### src/hw/rtl/atda_pkg.sv
// Shared constants for the along-track distance accumulator.
`default_nettype none
package atda_pkg;

	// Field widths
	localparam int LAT_W  = 21;
	localparam int LON_W  = 23;
	localparam int LONM_W = 24;   // longitude after optional +360 deg mapping
	localparam int PLON_W = 25;   // previous longitude after dateline fix
	localparam int DIFF_W = 26;
	localparam int X_W    = 33;
	localparam int DLON_W = 24;
	localparam int DLAT_W = 21;
	localparam int ABS_W  = 22;   // |lat + prev lat|
	localparam int COS_W  = 17;
	localparam int EX_W   = 31;
	localparam int EY_W   = 27;
	localparam int SQ_W   = 62;
	localparam int S_W    = 31;
	localparam int TOT_W  = 32;
	localparam int MUL_W  = 32;
	localparam int CFG_IDX_W = 3;
	localparam int CFG_W  = 23;
	localparam int DEN_W  = 21;

	// Register indexes
	localparam logic [CFG_IDX_W-1:0] CFG_X_MODE      = 3'd0;
	localparam logic [CFG_IDX_W-1:0] CFG_UNIT_KM     = 3'd1;
	localparam logic [CFG_IDX_W-1:0] CFG_WRAP_LON    = 3'd2;
	localparam logic [CFG_IDX_W-1:0] CFG_START_VALID = 3'd3;
	localparam logic [CFG_IDX_W-1:0] CFG_START_LAT   = 3'd4;
	localparam logic [CFG_IDX_W-1:0] CFG_START_LON   = 3'd5;

	// Output modes
	localparam logic [1:0] MODE_NONE = 2'd0;
	localparam logic [1:0] MODE_LAT  = 2'd1;
	localparam logic [1:0] MODE_LON  = 2'd2;
	localparam logic [1:0] MODE_DIST = 2'd3;

	// Angles in 1e-4 degree
	localparam logic [DEN_W-1:0] DIV_DEN  = 21'd1800000;
	localparam logic [DEN_W-1:0] DIV_HALF = 21'd900000;
	localparam logic [DIFF_W-1:0] DEG179  = 26'd1790000;
	localparam logic [DIFF_W-1:0] DEG180  = 26'd1800000;
	localparam logic [PLON_W-1:0] DEG360  = 25'd3600000;

	// Step scale factors: 6 milli-nm per Q6 unit, 11.119492 milli-km per Q6 unit in Q16
	localparam logic [MUL_W-1:0] NM_FACTOR = 32'd6;
	localparam logic [MUL_W-1:0] KM_FACTOR = 32'd728727;

	// Cosine series magnitudes in Q28, evaluated as nested multiply-subtract
	localparam logic [MUL_W-1:0] COS_C0 = 32'd268435456;
	localparam logic [MUL_W-1:0] COS_C1 = 32'd331168970;
	localparam logic [MUL_W-1:0] COS_C2 = 32'd68093892;
	localparam logic [MUL_W-1:0] COS_C3 = 32'd5600498;
	localparam logic [MUL_W-1:0] COS_C4 = 32'd246762;
	localparam logic [MUL_W-1:0] COS_C5 = 32'd6765;
	localparam logic [MUL_W-1:0] COS_C6 = 32'd126;
	localparam logic [COS_W-1:0] COS_ONE = 17'h10000;

endpackage
`default_nettype wire

### src/hw/rtl/along_track_distance_accumulator.sv
// Top level: along-track distance accumulator with its sequencer and state.
`default_nettype none
// Takes one station position per item and returns one result item: the
// latitude, the (optionally 0..360 mapped) longitude, or the running along-
// track distance in milli-nm or milli-km, plus a one-time sign-flip warning
// and a saturation flag. Latitude, longitude and unused modes go straight to
// the output register. A distance item runs through a bit-serial divider for
// the cosine index, a cosine series on the shared bit-serial multiplier (seven
// passes), four more multiplier passes and a 31-bit square root; the serial
// multiplier dominates. The first station without a start position skips the
// arithmetic. One item is in work at a time; a finished result waits in the
// output register while the next item is taken.
module along_track_distance_accumulator import atda_pkg::*; #(
	parameter int COS_TABLE_BITS = 10
) (
	input  logic                 clk,
	input  logic                 arst_n,
	input  logic                 s_tvalid,
	output logic                 s_tready,
	input  logic [47:0]          s_tdata,    // latitude[20:0], longitude[43:21]
	output logic                 m_tvalid,
	input  logic                 m_tready,
	output logic [39:0]          m_tdata,    // x_value[32:0], sign_flip_warning[33],
	                                         // distance_saturated[34]
	input  logic                 cfg_we,
	input  logic [CFG_IDX_W-1:0] cfg_index,
	input  logic [CFG_W-1:0]     cfg_data
);
	localparam int IDX_W = COS_TABLE_BITS + 1;
	localparam int N_W   = ABS_W + COS_TABLE_BITS + 1;
	localparam int Q_W   = COS_TABLE_BITS + 2;
	localparam logic [IDX_W-1:0] IDX_MAX = {1'b1, {COS_TABLE_BITS{1'b0}}};

	localparam logic [4:0] S_IDLE  = 5'd0;
	localparam logic [4:0] S_PREP1 = 5'd1;
	localparam logic [4:0] S_PREP2 = 5'd2;
	localparam logic [4:0] S_DIVGO = 5'd3;
	localparam logic [4:0] S_DIVW  = 5'd4;
	localparam logic [4:0] S_COS   = 5'd5;
	localparam logic [4:0] S_MXGO  = 5'd6;
	localparam logic [4:0] S_MXW   = 5'd7;
	localparam logic [4:0] S_MEXGO = 5'd8;
	localparam logic [4:0] S_MEXW  = 5'd9;
	localparam logic [4:0] S_MEYGO = 5'd10;
	localparam logic [4:0] S_MEYW  = 5'd11;
	localparam logic [4:0] S_SQGO  = 5'd12;
	localparam logic [4:0] S_SQW   = 5'd13;
	localparam logic [4:0] S_STGO  = 5'd14;
	localparam logic [4:0] S_STW   = 5'd15;
	localparam logic [4:0] S_ACC   = 5'd16;
	localparam logic [4:0] S_DONE  = 5'd17;
	localparam logic [4:0] S_CUGO  = 5'd18;
	localparam logic [4:0] S_CUW   = 5'd19;
	localparam logic [4:0] S_CRGO  = 5'd20;
	localparam logic [4:0] S_CRW   = 5'd21;

	// configuration
	logic [1:0]        x_mode_q;
	logic              unit_km_q;
	logic              wrap_lon_q;
	logic              start_valid_q;
	logic [LAT_W-1:0]  start_lat_q;
	logic [LON_W-1:0]  start_lon_q;

	// persistent state
	logic [4:0]        state_q;
	logic [LAT_W-1:0]  prev_lat_q;
	logic [LONM_W-1:0] prev_lon_q;
	logic              have_prev_q;
	logic              warned_q;
	logic [TOT_W-1:0]  total_q;

	// per-item working registers
	logic [1:0]        mode_q;
	logic [LAT_W-1:0]  lat_q;
	logic [LONM_W-1:0] lon_q;
	logic              known_q;
	logic [LAT_W-1:0]  plat_q;
	logic [PLON_W-1:0] plon_q;
	logic [DLON_W-1:0] dlon_q;
	logic [DLAT_W-1:0] dlat_q;
	logic [ABS_W-1:0]  a_q;
	logic              warn_q;
	logic [IDX_W-1:0]  idx_q;
	logic [MUL_W-1:0]  u_q;
	logic [MUL_W-1:0]  r_q;
	logic [2:0]        k_q;
	logic [COS_W-1:0]  c_q;
	logic [EX_W-1:0]   ex_q;
	logic [SQ_W-1:0]   sq_q;
	logic [S_W-1:0]    s_q;
	logic [TOT_W-1:0]  step_q;

	// output register
	logic              m_valid_q;
	logic [X_W-1:0]    out_x_q;
	logic              out_warn_q;
	logic              out_sat_q;

	logic              s_acc;
	logic [LAT_W-1:0]  in_lat;
	logic [LON_W-1:0]  in_lon;
	logic [LONM_W-1:0] in_lon_ext;
	logic [LONM_W-1:0] in_lon_map;

	// input decode and optional mapping of negative longitudes
	assign s_tready   = (state_q == S_IDLE);
	assign s_acc      = s_tvalid && s_tready;
	assign in_lat     = s_tdata[20:0];
	assign in_lon     = s_tdata[43:21];
	assign in_lon_ext = {in_lon[LON_W-1], in_lon};
	assign in_lon_map = (wrap_lon_q && in_lon[LON_W-1]) ?
		in_lon_ext + DEG360[LONM_W-1:0] : in_lon_ext;

	// previous position and dateline correction
	logic [LAT_W-1:0]  plat_c;
	logic [LONM_W-1:0] plon_c;
	logic              known_c;
	logic [PLON_W-1:0] d1;
	logic [PLON_W-1:0] absd1;
	logic              lon_neg;
	logic              lon_pos;
	logic              opp1;
	logic [PLON_W-1:0] plon_adj;

	assign known_c = have_prev_q || start_valid_q;
	assign plat_c  = have_prev_q ? prev_lat_q : (start_valid_q ? start_lat_q : '0);
	assign plon_c  = have_prev_q ? prev_lon_q :
		(start_valid_q ? {start_lon_q[LON_W-1], start_lon_q} : '0);
	assign lon_neg = lon_q[LONM_W-1];
	assign lon_pos = !lon_q[LONM_W-1] && (lon_q != '0);
	assign opp1    = (lon_neg && !plon_c[LONM_W-1] && (plon_c != '0)) ||
		(lon_pos && plon_c[LONM_W-1]);
	assign d1      = {lon_q[LONM_W-1], lon_q} - {plon_c[LONM_W-1], plon_c};
	assign absd1   = d1[PLON_W-1] ? -d1 : d1;
	assign plon_adj = (known_c && opp1 && ({1'b0, absd1} > DEG180)) ?
		(lon_neg ? {plon_c[LONM_W-1], plon_c} - DEG360 :
			{plon_c[LONM_W-1], plon_c} + DEG360) :
		{plon_c[LONM_W-1], plon_c};

	// deltas, cosine argument and warning test
	logic [DIFF_W-1:0] d2;
	logic [DIFF_W-1:0] absd2;
	logic              opp2;
	logic [ABS_W-1:0]  dl;
	logic [ABS_W-1:0]  absdl;
	logic [ABS_W-1:0]  sl;
	logic [ABS_W-1:0]  abssl;
	logic              warn_c;

	assign d2     = {{2{lon_q[LONM_W-1]}}, lon_q} - {plon_q[PLON_W-1], plon_q};
	assign absd2  = d2[DIFF_W-1] ? -d2 : d2;
	assign opp2   = (lon_neg && !plon_q[PLON_W-1] && (plon_q != '0)) ||
		(lon_pos && plon_q[PLON_W-1]);
	assign dl     = {lat_q[LAT_W-1], lat_q} - {plat_q[LAT_W-1], plat_q};
	assign absdl  = dl[ABS_W-1] ? -dl : dl;
	assign sl     = {lat_q[LAT_W-1], lat_q} + {plat_q[LAT_W-1], plat_q};
	assign abssl  = sl[ABS_W-1] ? -sl : sl;
	assign warn_c = opp2 && (absd2 > DEG179) && !warned_q;

	// cosine index divider
	logic           div_done;
	logic [Q_W-1:0] div_q;
	logic           div_ovf;
	logic [N_W-1:0] div_num;

	assign div_num = {1'b0, a_q, {COS_TABLE_BITS{1'b0}}} + N_W'(DIV_HALF);

	atda_sdiv #(.NW(N_W), .QW(Q_W)) u_div (
		.clk    (clk),
		.arst_n (arst_n),
		.start  (state_q == S_DIVGO),
		.num    (div_num),
		.done   (div_done),
		.quo    (div_q),
		.ovf    (div_ovf)
	);

	// shared serial multiplier, operands chosen by sequencer state
	logic               mul_start;
	logic [MUL_W-1:0]   mul_a;
	logic [MUL_W-1:0]   mul_b;
	logic               mul_done;
	logic [2*MUL_W-1:0] mul_p;
	logic [2*MUL_W-1:0] ex_rnd;
	logic [2*MUL_W-1:0] st_rnd;

	// cosine series terms
	logic [MUL_W-1:0]   t_c;
	logic [2*MUL_W-1:0] cr_rnd;
	logic [MUL_W-1:0]   p_c;
	logic [MUL_W-1:0]   coef_k;
	logic [MUL_W-1:0]   c_rnd;

	assign t_c    = MUL_W'(idx_q) << (28 - COS_TABLE_BITS);
	assign cr_rnd = mul_p + (64'd1 << 27);
	assign p_c    = cr_rnd[MUL_W+27:28];
	assign c_rnd  = r_q + 32'd2048;

	always_comb begin
		case (k_q)
			3'd0:    coef_k = COS_C0;
			3'd1:    coef_k = COS_C1;
			3'd2:    coef_k = COS_C2;
			3'd3:    coef_k = COS_C3;
			3'd4:    coef_k = COS_C4;
			3'd5:    coef_k = COS_C5;
			default: coef_k = COS_C6;
		endcase
	end

	assign mul_start = (state_q == S_MXGO) || (state_q == S_MEXGO) ||
		(state_q == S_MEYGO) || (state_q == S_STGO) ||
		(state_q == S_CUGO) || (state_q == S_CRGO);

	always_comb begin
		case (state_q)
			S_CUGO: begin
				mul_a = t_c;
				mul_b = t_c;
			end
			S_CRGO: begin
				mul_a = u_q;
				mul_b = r_q;
			end
			S_MXGO: begin
				mul_a = MUL_W'(dlon_q);
				mul_b = MUL_W'(c_q);
			end
			S_MEXGO: begin
				mul_a = MUL_W'(ex_q);
				mul_b = MUL_W'(ex_q);
			end
			S_MEYGO: begin
				mul_a = MUL_W'({dlat_q, 6'b0});
				mul_b = MUL_W'({dlat_q, 6'b0});
			end
			S_STGO: begin
				mul_a = MUL_W'(s_q);
				mul_b = unit_km_q ? KM_FACTOR : NM_FACTOR;
			end
			default: begin
				mul_a = '0;
				mul_b = '0;
			end
		endcase
	end

	atda_smul #(.W(MUL_W)) u_mul (
		.clk    (clk),
		.arst_n (arst_n),
		.start  (mul_start),
		.a      (mul_a),
		.b      (mul_b),
		.done   (mul_done),
		.p      (mul_p)
	);

	assign ex_rnd = mul_p + 64'd512;
	assign st_rnd = unit_km_q ? mul_p + (64'd1 << 21) : mul_p + 64'd32;

	// square root of the summed squares
	logic           sq_done;
	logic [S_W-1:0] sq_root;

	atda_isqrt #(.RW(S_W)) u_sqrt (
		.clk    (clk),
		.arst_n (arst_n),
		.start  (state_q == S_SQGO),
		.v      (sq_q),
		.done   (sq_done),
		.root   (sq_root)
	);

	// saturating accumulate
	logic [TOT_W:0] tsum;
	assign tsum = {1'b0, total_q} + {1'b0, step_q};

	// result value
	logic [X_W-1:0] x_c;
	always_comb begin
		case (mode_q)
			MODE_LAT:  x_c = {{(X_W - LAT_W){lat_q[LAT_W-1]}}, lat_q};
			MODE_LON:  x_c = {{(X_W - LONM_W){lon_q[LONM_W-1]}}, lon_q};
			MODE_DIST: x_c = {1'b0, total_q};
			default:   x_c = '1;
		endcase
	end

	// configuration writes
	always_ff @(posedge clk or negedge arst_n) begin
		if (!arst_n) begin
			x_mode_q      <= MODE_DIST;
			unit_km_q     <= 1'b0;
			wrap_lon_q    <= 1'b0;
			start_valid_q <= 1'b0;
			start_lat_q   <= '0;
			start_lon_q   <= '0;
		end else if (cfg_we) begin
			case (cfg_index)
				CFG_X_MODE:      x_mode_q      <= cfg_data[1:0];
				CFG_UNIT_KM:     unit_km_q     <= cfg_data[0];
				CFG_WRAP_LON:    wrap_lon_q    <= cfg_data[0];
				CFG_START_VALID: start_valid_q <= cfg_data[0];
				CFG_START_LAT:   start_lat_q   <= cfg_data[LAT_W-1:0];
				CFG_START_LON:   start_lon_q   <= cfg_data[LON_W-1:0];
				default: ;
			endcase
		end
	end

	// sequencer and track state
	always_ff @(posedge clk or negedge arst_n) begin
		if (!arst_n) begin
			state_q     <= S_IDLE;
			prev_lat_q  <= '0;
			prev_lon_q  <= '0;
			have_prev_q <= 1'b0;
			warned_q    <= 1'b0;
			total_q     <= '0;
			m_valid_q   <= 1'b0;
		end else begin
			if ((state_q == S_DONE) && (!m_valid_q || m_tready))
				m_valid_q <= 1'b1;
			else if (m_valid_q && m_tready)
				m_valid_q <= 1'b0;
			case (state_q)
				S_IDLE:  if (s_acc)
					state_q <= (x_mode_q == MODE_DIST) ? S_PREP1 : S_DONE;
				S_PREP1: state_q <= S_PREP2;
				S_PREP2: state_q <= known_q ? S_DIVGO : S_ACC;
				S_DIVGO: state_q <= S_DIVW;
				S_DIVW:  if (div_done) state_q <= S_CUGO;
				S_CUGO:  state_q <= S_CUW;
				S_CUW:   if (mul_done) state_q <= S_CRGO;
				S_CRGO:  state_q <= S_CRW;
				S_CRW:   if (mul_done) state_q <= (k_q == 3'd0) ? S_COS : S_CRGO;
				S_COS:   state_q <= S_MXGO;
				S_MXGO:  state_q <= S_MXW;
				S_MXW:   if (mul_done) state_q <= S_MEXGO;
				S_MEXGO: state_q <= S_MEXW;
				S_MEXW:  if (mul_done) state_q <= S_MEYGO;
				S_MEYGO: state_q <= S_MEYW;
				S_MEYW:  if (mul_done) state_q <= S_SQGO;
				S_SQGO:  state_q <= S_SQW;
				S_SQW:   if (sq_done) state_q <= S_STGO;
				S_STGO:  state_q <= S_STW;
				S_STW:   if (mul_done) state_q <= S_ACC;
				S_ACC: begin
					total_q     <= tsum[TOT_W] ? '1 : tsum[TOT_W-1:0];
					prev_lat_q  <= lat_q;
					prev_lon_q  <= lon_q;
					have_prev_q <= 1'b1;
					if (warn_q)
						warned_q <= 1'b1;
					state_q <= S_DONE;
				end
				S_DONE: if (!m_valid_q || m_tready)
					state_q <= S_IDLE;
				default: state_q <= S_IDLE;
			endcase
		end
	end

	// datapath registers
	always_ff @(posedge clk) begin
		case (state_q)
			S_IDLE: if (s_acc) begin
				mode_q <= x_mode_q;
				lat_q  <= in_lat;
				lon_q  <= in_lon_map;
				warn_q <= 1'b0;
			end
			S_PREP1: begin
				known_q <= known_c;
				plat_q  <= plat_c;
				plon_q  <= plon_adj;
			end
			S_PREP2: begin
				dlon_q <= absd2[DLON_W-1:0];
				dlat_q <= absdl[DLAT_W-1:0];
				a_q    <= abssl;
				warn_q <= warn_c;
				step_q <= '0;
			end
			S_DIVW: if (div_done)
				idx_q <= (div_ovf || (div_q > Q_W'(IDX_MAX))) ? IDX_MAX : div_q[IDX_W-1:0];
			// u = t^2 in Q28, series starts from the highest coefficient
			S_CUW: if (mul_done) begin
				u_q <= p_c;
				r_q <= COS_C6;
				k_q <= 3'd5;
			end
			// r = max(0, Ck - u*r)
			S_CRW: if (mul_done) begin
				r_q <= (p_c >= coef_k) ? '0 : coef_k - p_c;
				k_q <= k_q - 1'b1;
			end
			S_COS:  c_q <= (c_rnd[MUL_W-1:12] > (MUL_W-12)'(COS_ONE)) ?
				COS_ONE : c_rnd[COS_W+11:12];
			S_MXW:  if (mul_done) ex_q <= ex_rnd[EX_W+9:10];
			S_MEXW: if (mul_done) sq_q <= mul_p[SQ_W-1:0];
			S_MEYW: if (mul_done) sq_q <= sq_q + mul_p[SQ_W-1:0];
			S_SQW:  if (sq_done) s_q <= sq_root;
			S_STW:  if (mul_done)
				step_q <= unit_km_q ? st_rnd[TOT_W+21:22] : st_rnd[TOT_W+5:6];
			S_DONE: if (!m_valid_q || m_tready) begin
				out_x_q    <= x_c;
				out_warn_q <= (mode_q == MODE_DIST) && warn_q;
				out_sat_q  <= (total_q == '1);
			end
			default: ;
		endcase
	end

	assign m_tvalid = m_valid_q;
	assign m_tdata  = {5'b0, out_sat_q, out_warn_q, out_x_q};
endmodule
`default_nettype wire

### src/hw/rtl/atda_smul.sv
// Bit-serial shift-add multiplier, one multiplier bit per cycle.
`default_nettype none
module atda_smul import atda_pkg::*; #(
	parameter int W = 32
) (
	input  logic           clk,
	input  logic           arst_n,
	input  logic           start,
	input  logic [W-1:0]   a,
	input  logic [W-1:0]   b,
	output logic           done,
	output logic [2*W-1:0] p
);
	localparam int CNT_W = $clog2(W);

	logic             run_q;
	logic             done_q;
	logic [CNT_W-1:0] cnt_q;
	logic [W-1:0]     a_q;
	logic [W-1:0]     b_q;
	logic [2*W-1:0]   acc_q;
	logic [W:0]       sum;

	// add the multiplicand into the upper half when the low multiplier bit is set
	assign sum = {1'b0, acc_q[2*W-1:W]} + (b_q[0] ? {1'b0, a_q} : '0);

	always_ff @(posedge clk or negedge arst_n) begin
		if (!arst_n) begin
			run_q  <= 1'b0;
			done_q <= 1'b0;
			cnt_q  <= '0;
		end else begin
			done_q <= run_q && (cnt_q == CNT_W'(W - 1));
			if (start) begin
				run_q <= 1'b1;
				cnt_q <= '0;
			end else if (run_q) begin
				cnt_q <= cnt_q + 1'b1;
				if (cnt_q == CNT_W'(W - 1))
					run_q <= 1'b0;
			end
		end
	end

	always_ff @(posedge clk) begin
		if (start) begin
			a_q   <= a;
			b_q   <= b;
			acc_q <= '0;
		end else if (run_q) begin
			acc_q <= {sum, acc_q[W-1:1]};
			b_q   <= b_q >> 1;
		end
	end

	assign done = done_q;
	assign p    = acc_q;
endmodule
`default_nettype wire

### src/hw/rtl/atda_sdiv.sv
// Restoring divider by the 180 deg constant, one quotient bit per cycle.
`default_nettype none
module atda_sdiv import atda_pkg::*; #(
	parameter int NW = 33,
	parameter int QW = 12
) (
	input  logic          clk,
	input  logic          arst_n,
	input  logic          start,
	input  logic [NW-1:0] num,
	output logic          done,
	output logic [QW-1:0] quo,
	output logic          ovf
);
	localparam int CNT_W = $clog2(NW);

	logic             run_q;
	logic             done_q;
	logic [CNT_W-1:0] cnt_q;
	logic [NW-1:0]    n_q;
	logic [DEN_W-1:0] rem_q;
	logic [QW-1:0]    q_q;
	logic             ovf_q;
	logic [DEN_W:0]   t;
	logic [DEN_W:0]   t_sub;
	logic             ge;

	assign t     = {rem_q, n_q[NW-1]};
	assign ge    = t >= {1'b0, DIV_DEN};
	assign t_sub = t - {1'b0, DIV_DEN};

	always_ff @(posedge clk or negedge arst_n) begin
		if (!arst_n) begin
			run_q  <= 1'b0;
			done_q <= 1'b0;
			cnt_q  <= '0;
		end else begin
			done_q <= run_q && (cnt_q == CNT_W'(NW - 1));
			if (start) begin
				run_q <= 1'b1;
				cnt_q <= '0;
			end else if (run_q) begin
				cnt_q <= cnt_q + 1'b1;
				if (cnt_q == CNT_W'(NW - 1))
					run_q <= 1'b0;
			end
		end
	end

	// quotient bits that fall off the top only mark overflow
	always_ff @(posedge clk) begin
		if (start) begin
			n_q   <= num;
			rem_q <= '0;
			q_q   <= '0;
			ovf_q <= 1'b0;
		end else if (run_q) begin
			n_q   <= n_q << 1;
			rem_q <= ge ? t_sub[DEN_W-1:0] : t[DEN_W-1:0];
			q_q   <= {q_q[QW-2:0], ge};
			ovf_q <= ovf_q | q_q[QW-1];
		end
	end

	assign done = done_q;
	assign quo  = q_q;
	assign ovf  = ovf_q;
endmodule
`default_nettype wire

### src/hw/rtl/atda_isqrt.sv
// Digit-by-digit integer square root, one root bit per cycle.
`default_nettype none
module atda_isqrt import atda_pkg::*; #(
	parameter int RW = 31
) (
	input  logic            clk,
	input  logic            arst_n,
	input  logic            start,
	input  logic [2*RW-1:0] v,
	output logic            done,
	output logic [RW-1:0]   root
);
	localparam int CNT_W = $clog2(RW);

	logic             run_q;
	logic             done_q;
	logic [CNT_W-1:0] cnt_q;
	logic [2*RW-1:0]  v_q;
	logic [RW+1:0]    rem_q;
	logic [RW-1:0]    root_q;
	logic [RW+3:0]    t;
	logic [RW+3:0]    trial;
	logic             ge;
	logic [RW+3:0]    t_sub;

	// bring down two radicand bits, try root*4+1
	assign t     = {rem_q, v_q[2*RW-1:2*RW-2]};
	assign trial = {2'b00, root_q, 2'b01};
	assign ge    = t >= trial;
	assign t_sub = t - trial;

	always_ff @(posedge clk or negedge arst_n) begin
		if (!arst_n) begin
			run_q  <= 1'b0;
			done_q <= 1'b0;
			cnt_q  <= '0;
		end else begin
			done_q <= run_q && (cnt_q == CNT_W'(RW - 1));
			if (start) begin
				run_q <= 1'b1;
				cnt_q <= '0;
			end else if (run_q) begin
				cnt_q <= cnt_q + 1'b1;
				if (cnt_q == CNT_W'(RW - 1))
					run_q <= 1'b0;
			end
		end
	end

	always_ff @(posedge clk) begin
		if (start) begin
			v_q    <= v;
			rem_q  <= '0;
			root_q <= '0;
		end else if (run_q) begin
			v_q    <= v_q << 2;
			rem_q  <= ge ? t_sub[RW+1:0] : t[RW+1:0];
			root_q <= {root_q[RW-2:0], ge};
		end
	end

	assign done = done_q;
	assign root = root_q;
endmodule
`default_nettype wire

### config.mk
export PLATFORM = sky130hd
export DESIGN_NAME = along_track_distance_accumulator
export DESIGN_NICKNAME = d
export VERILOG_FILES = /design/src/hw/rtl/atda_pkg.sv /design/src/hw/rtl/along_track_distance_accumulator.sv /design/src/hw/rtl/atda_smul.sv /design/src/hw/rtl/atda_sdiv.sv /design/src/hw/rtl/atda_isqrt.sv
export SDC_FILE = /design/constraint.sdc
export NUM_CORES = 2
export LEC_CHECK = 0
export ABC_CLOCK_PERIOD_IN_PS = 12800
export BUFFER_PORTS_ARGS = -buffer_cell sky130_fd_sc_hd__buf_4
export CORE_MARGIN = 2
export CORE_UTILIZATION = 60
export CTS_CLUSTER_SIZE = 28
export DETAILED_ROUTE_END_ITERATION = 16
export PLACE_DENSITY_LB_ADDON = 0.25
export SETUP_SLACK_MARGIN = 0.3
export SYNTH_ARGS = -nofsm -noshare
export SYNTH_HDL_FRONTEND = slang
export SYNTH_SLANG_ARGS = --single-unit
export TNS_END_PERCENT = 5
### constraint.sdc
create_clock -name clk -period 12.8 [get_ports clk]
set_clock_uncertainty 0.05 [all_clocks]
set_input_delay 1.28 -clock clk [delete_from_list [all_inputs] [get_ports clk]]
set_output_delay 1.28 -clock clk [all_outputs]
set_load 0.05 [all_outputs]
==> results.tsv <==
metric	value	unit
post-synth cell types	105	
final core occ	66.2	%
Total GRT Usage	31.2	%
crit path launch type	flip-flop	
met1 usage	43.9	%
die footprint	0.0957	sq mm
worst-margin pin slew	1340	ps
root buffer cell	clkbuf_16	
Die W	309	microns
total clock sinks	919	
pwr dens	224	mW/mm^2
RSZ-0062 raised after global routing	no	
YS warnings	0	
commonest non-fill, non-tap cell in the layout	nand2_1	
first-pass iteration count of the detailed router	6	
GRT Residual Overflow	0	
ratio of cells with drive above 1 in the final layout	7.96	%
H-Tree Depth	3	
Syn Area/Cell	9.62	sq um
largest net degree at the start of global routing	92	
Fin Setup TNS	0	ps
Nets	6189	
grt met2 use	48.3	%
Core ar.	0.0921	sq mm
CTS tree	built	
die height	309	microns
arrival time worst endpoint	7920	ps
area growth from synthesis to layout	8.95	%
crit-path max FO	20	
Critical Path RT	13170	ps
M3 GR Usage	4.37	%
initial antenna violation count	4	
CP Capture Type	flip-flop	
cts hold-fix bufs	0	
maxcap violations	0	
Hold WC Path Type	flip-flop to flip-flop	
Final Max Slew Viols	0	
most frequent cells in the layout	nand2_1, edfxtp_1, nor2_1, xnor2_1, ha_1	
Worst IR Drop VDD	0.143	mV
Synth top area share	32.3	%
hold_ws	404	ps
CP Class	flip-flop to flip-flop	
top cells by area, synth	edfxtp_1, dfrtp_1, ha_1	
Synth Cell Area	0.0559	sq mm
Skew-Pair Late Insertion Delay	680	ps
total CTS buffers	97	
Yosys reg bits	919	
Post-synth EDFFs	601	
slew margin rel.	10.0	%
Final setup violation count	0	
WL per Instance	21.1	microns
hpwl dp	111	mm
initial DRC count	4934	
GR peak layer	met2	
Reg clk slew, reported paths	60	ps
Crit path largest cell delay	970	ps
first-pass GRT wire length	232	mm
Placer Congestion	0.992	
Hold Vio Cnt, Final	0	
Via density	6.13	
post-synth top area cell	edfxtp_1	
Top FF cell, synth	edfxtp_1	
Slowest cell on crit path	a21oi_2	
Pwr Total	13.7	mW
Setup Fix Bufs, Post-CTS	0	
PortBufs	111	
Rows	111	
via count	43700	
crit path cell chain	nor2b_2 -> a22oi_1 -> ha_1 -> nand2_1 -> a311oi_1 -> nor4b_2 -> nor2_1 -> xnor2_1 -> or3_1 -> nand3_1 -> o221a_2 -> o31ai_2 -> o21ai_1 -> o311ai_0 -> nand4_1 -> a21oi_2 -> mux2_1	
asr flop ratio synth	17.0	%
Achievable Freq	132	MHz
initial core utilization	60.7	%
Synth Instances	5815	
total leakage power	25.6	nW
num ports	121	
CTS resizes	0	
final WL	150	mm
status	finished clean	
vias in the first global route	40700	
sequential fraction of the synthesis area	45.0	%
post-route clock period utilization	59.0	%
DRC viols	0	
Max Buffers Root-to-Sink	3	
Tmin final	7550	ps
DRT antenna net count	0	
critical path, delay by kind of cell, from the launching register on:
family / cells / cell delay, ps
muxes: 1 / 390
AOI/OAI and AO/OA: 7 / 2640
xor gates and xnor gates: 1 / 670
DFF: 1 / 760
and+or+nand+nor: 7 / 2280
adders and majority gates: 1 / 490
flip-flops by register name, summed over array words and instances, names as in the netlist, 32 cells and up:
register	cells
sq_q	62
r_q	32
u_sqrt.rem_q	33
u_q	32
u_mul.b_q	32
out_x_q	33
u_mul.p	64
total_q	32
step_q	32
u_sqrt.v_q	62
u_mul.a_q	32
cell families after synthesis:
family | synth area share (%)
compound gates | 14.7
xor+xnor | 7.80
fa+ha+maj | 7.24
buf+inv | 3.97
flops | 45.0
mux | 4.41
other cells | 0.00670
simple gates | 16.8
per-layer routing:
layer	vias to the layer above	routed length (microns)
met5	-	50
met4	8	6840
met3	326	12700
met2	1774	66800
met1	20800	63800
li1	20800	-
synthesized netlist by cell type, types with 21 or more instances:
library cell	number
nand2_1	750
edfxtp_1	601
nor2_1	571
xnor2_1	313
a21oi_1	307
ha_1	307
inv_1	291
o21ai_0	253
clkbuf_1	237
xor2_1	185
mux2i_1	180
dfxtp_1	162
dfrtp_1	154
nand3_1	122
nor3_1	109
a21o_1	104
and2_1	77
a211oi_1	68
nor2b_1	67
and3_1	61
mux2_2	58
nand2b_1	58
a22oi_1	54
o21a_1	53
nand4_1	52
a31oi_1	46
o21bai_1	36
a222oi_1	31
or2_2	31
nor4_1	27
a22o_1	26
buf_1	23
or3_1	23
o211ai_1	22
a221o_1	21
per-stage QoR:
step	setup slack (ps)	cell area [sq um]	cells
floorplan	7320	56000	5820
global placement	5560	57700	6940
detailed placement	5440	57700	6940
CTS	5400	60900	7122
global route	4870	60900	7122
finish	5250	60900	7124
path summary, 6_finish.rpt:
check | cells after the start | slack (ps) | endpoint | from
setup / recovery | 17 | 5250 | plon_q[18]$_DFFE_PP_ | start_valid_q$_DFFE_PN0P_
hold reg to reg | 1 | 400 | warned_q$_DFFE_PN0P_ | warned_q$_DFFE_PN0P_
hold / removal | 1 | 400 | warned_q$_DFFE_PN0P_ | warned_q$_DFFE_PN0P_
min in group asynchronous | 1 | 650 | prev_lon_q[8]$_DFFE_PN0N_ | arst_n
max in group asynchronous | 2 | 10440 | u_mul.run_q$_DFF_PN0_ | arst_n
setup reg to reg | 17 | 5250 | plon_q[18]$_DFFE_PP_ | start_valid_q$_DFFE_PN0P_
power breakdown:
part,internal (mW),switching (mW)
Clock,1.66,1.21
Sequential,4.04,0.765
Combinational,2.42,3.56
cell type report:
class                   instances  area [sq um]
inverters                     294          1100
diodes                          2          5.00
clock inverters                44           395
repair buffers                155          1170
well taps                    1243          1560
fillers                      7208         31100
flip-flops and latches        919         25200
multi-input cells            4329         28600
clock buffers                 138          2860
No activity file was read; power rests on OpenSTA's default activity.
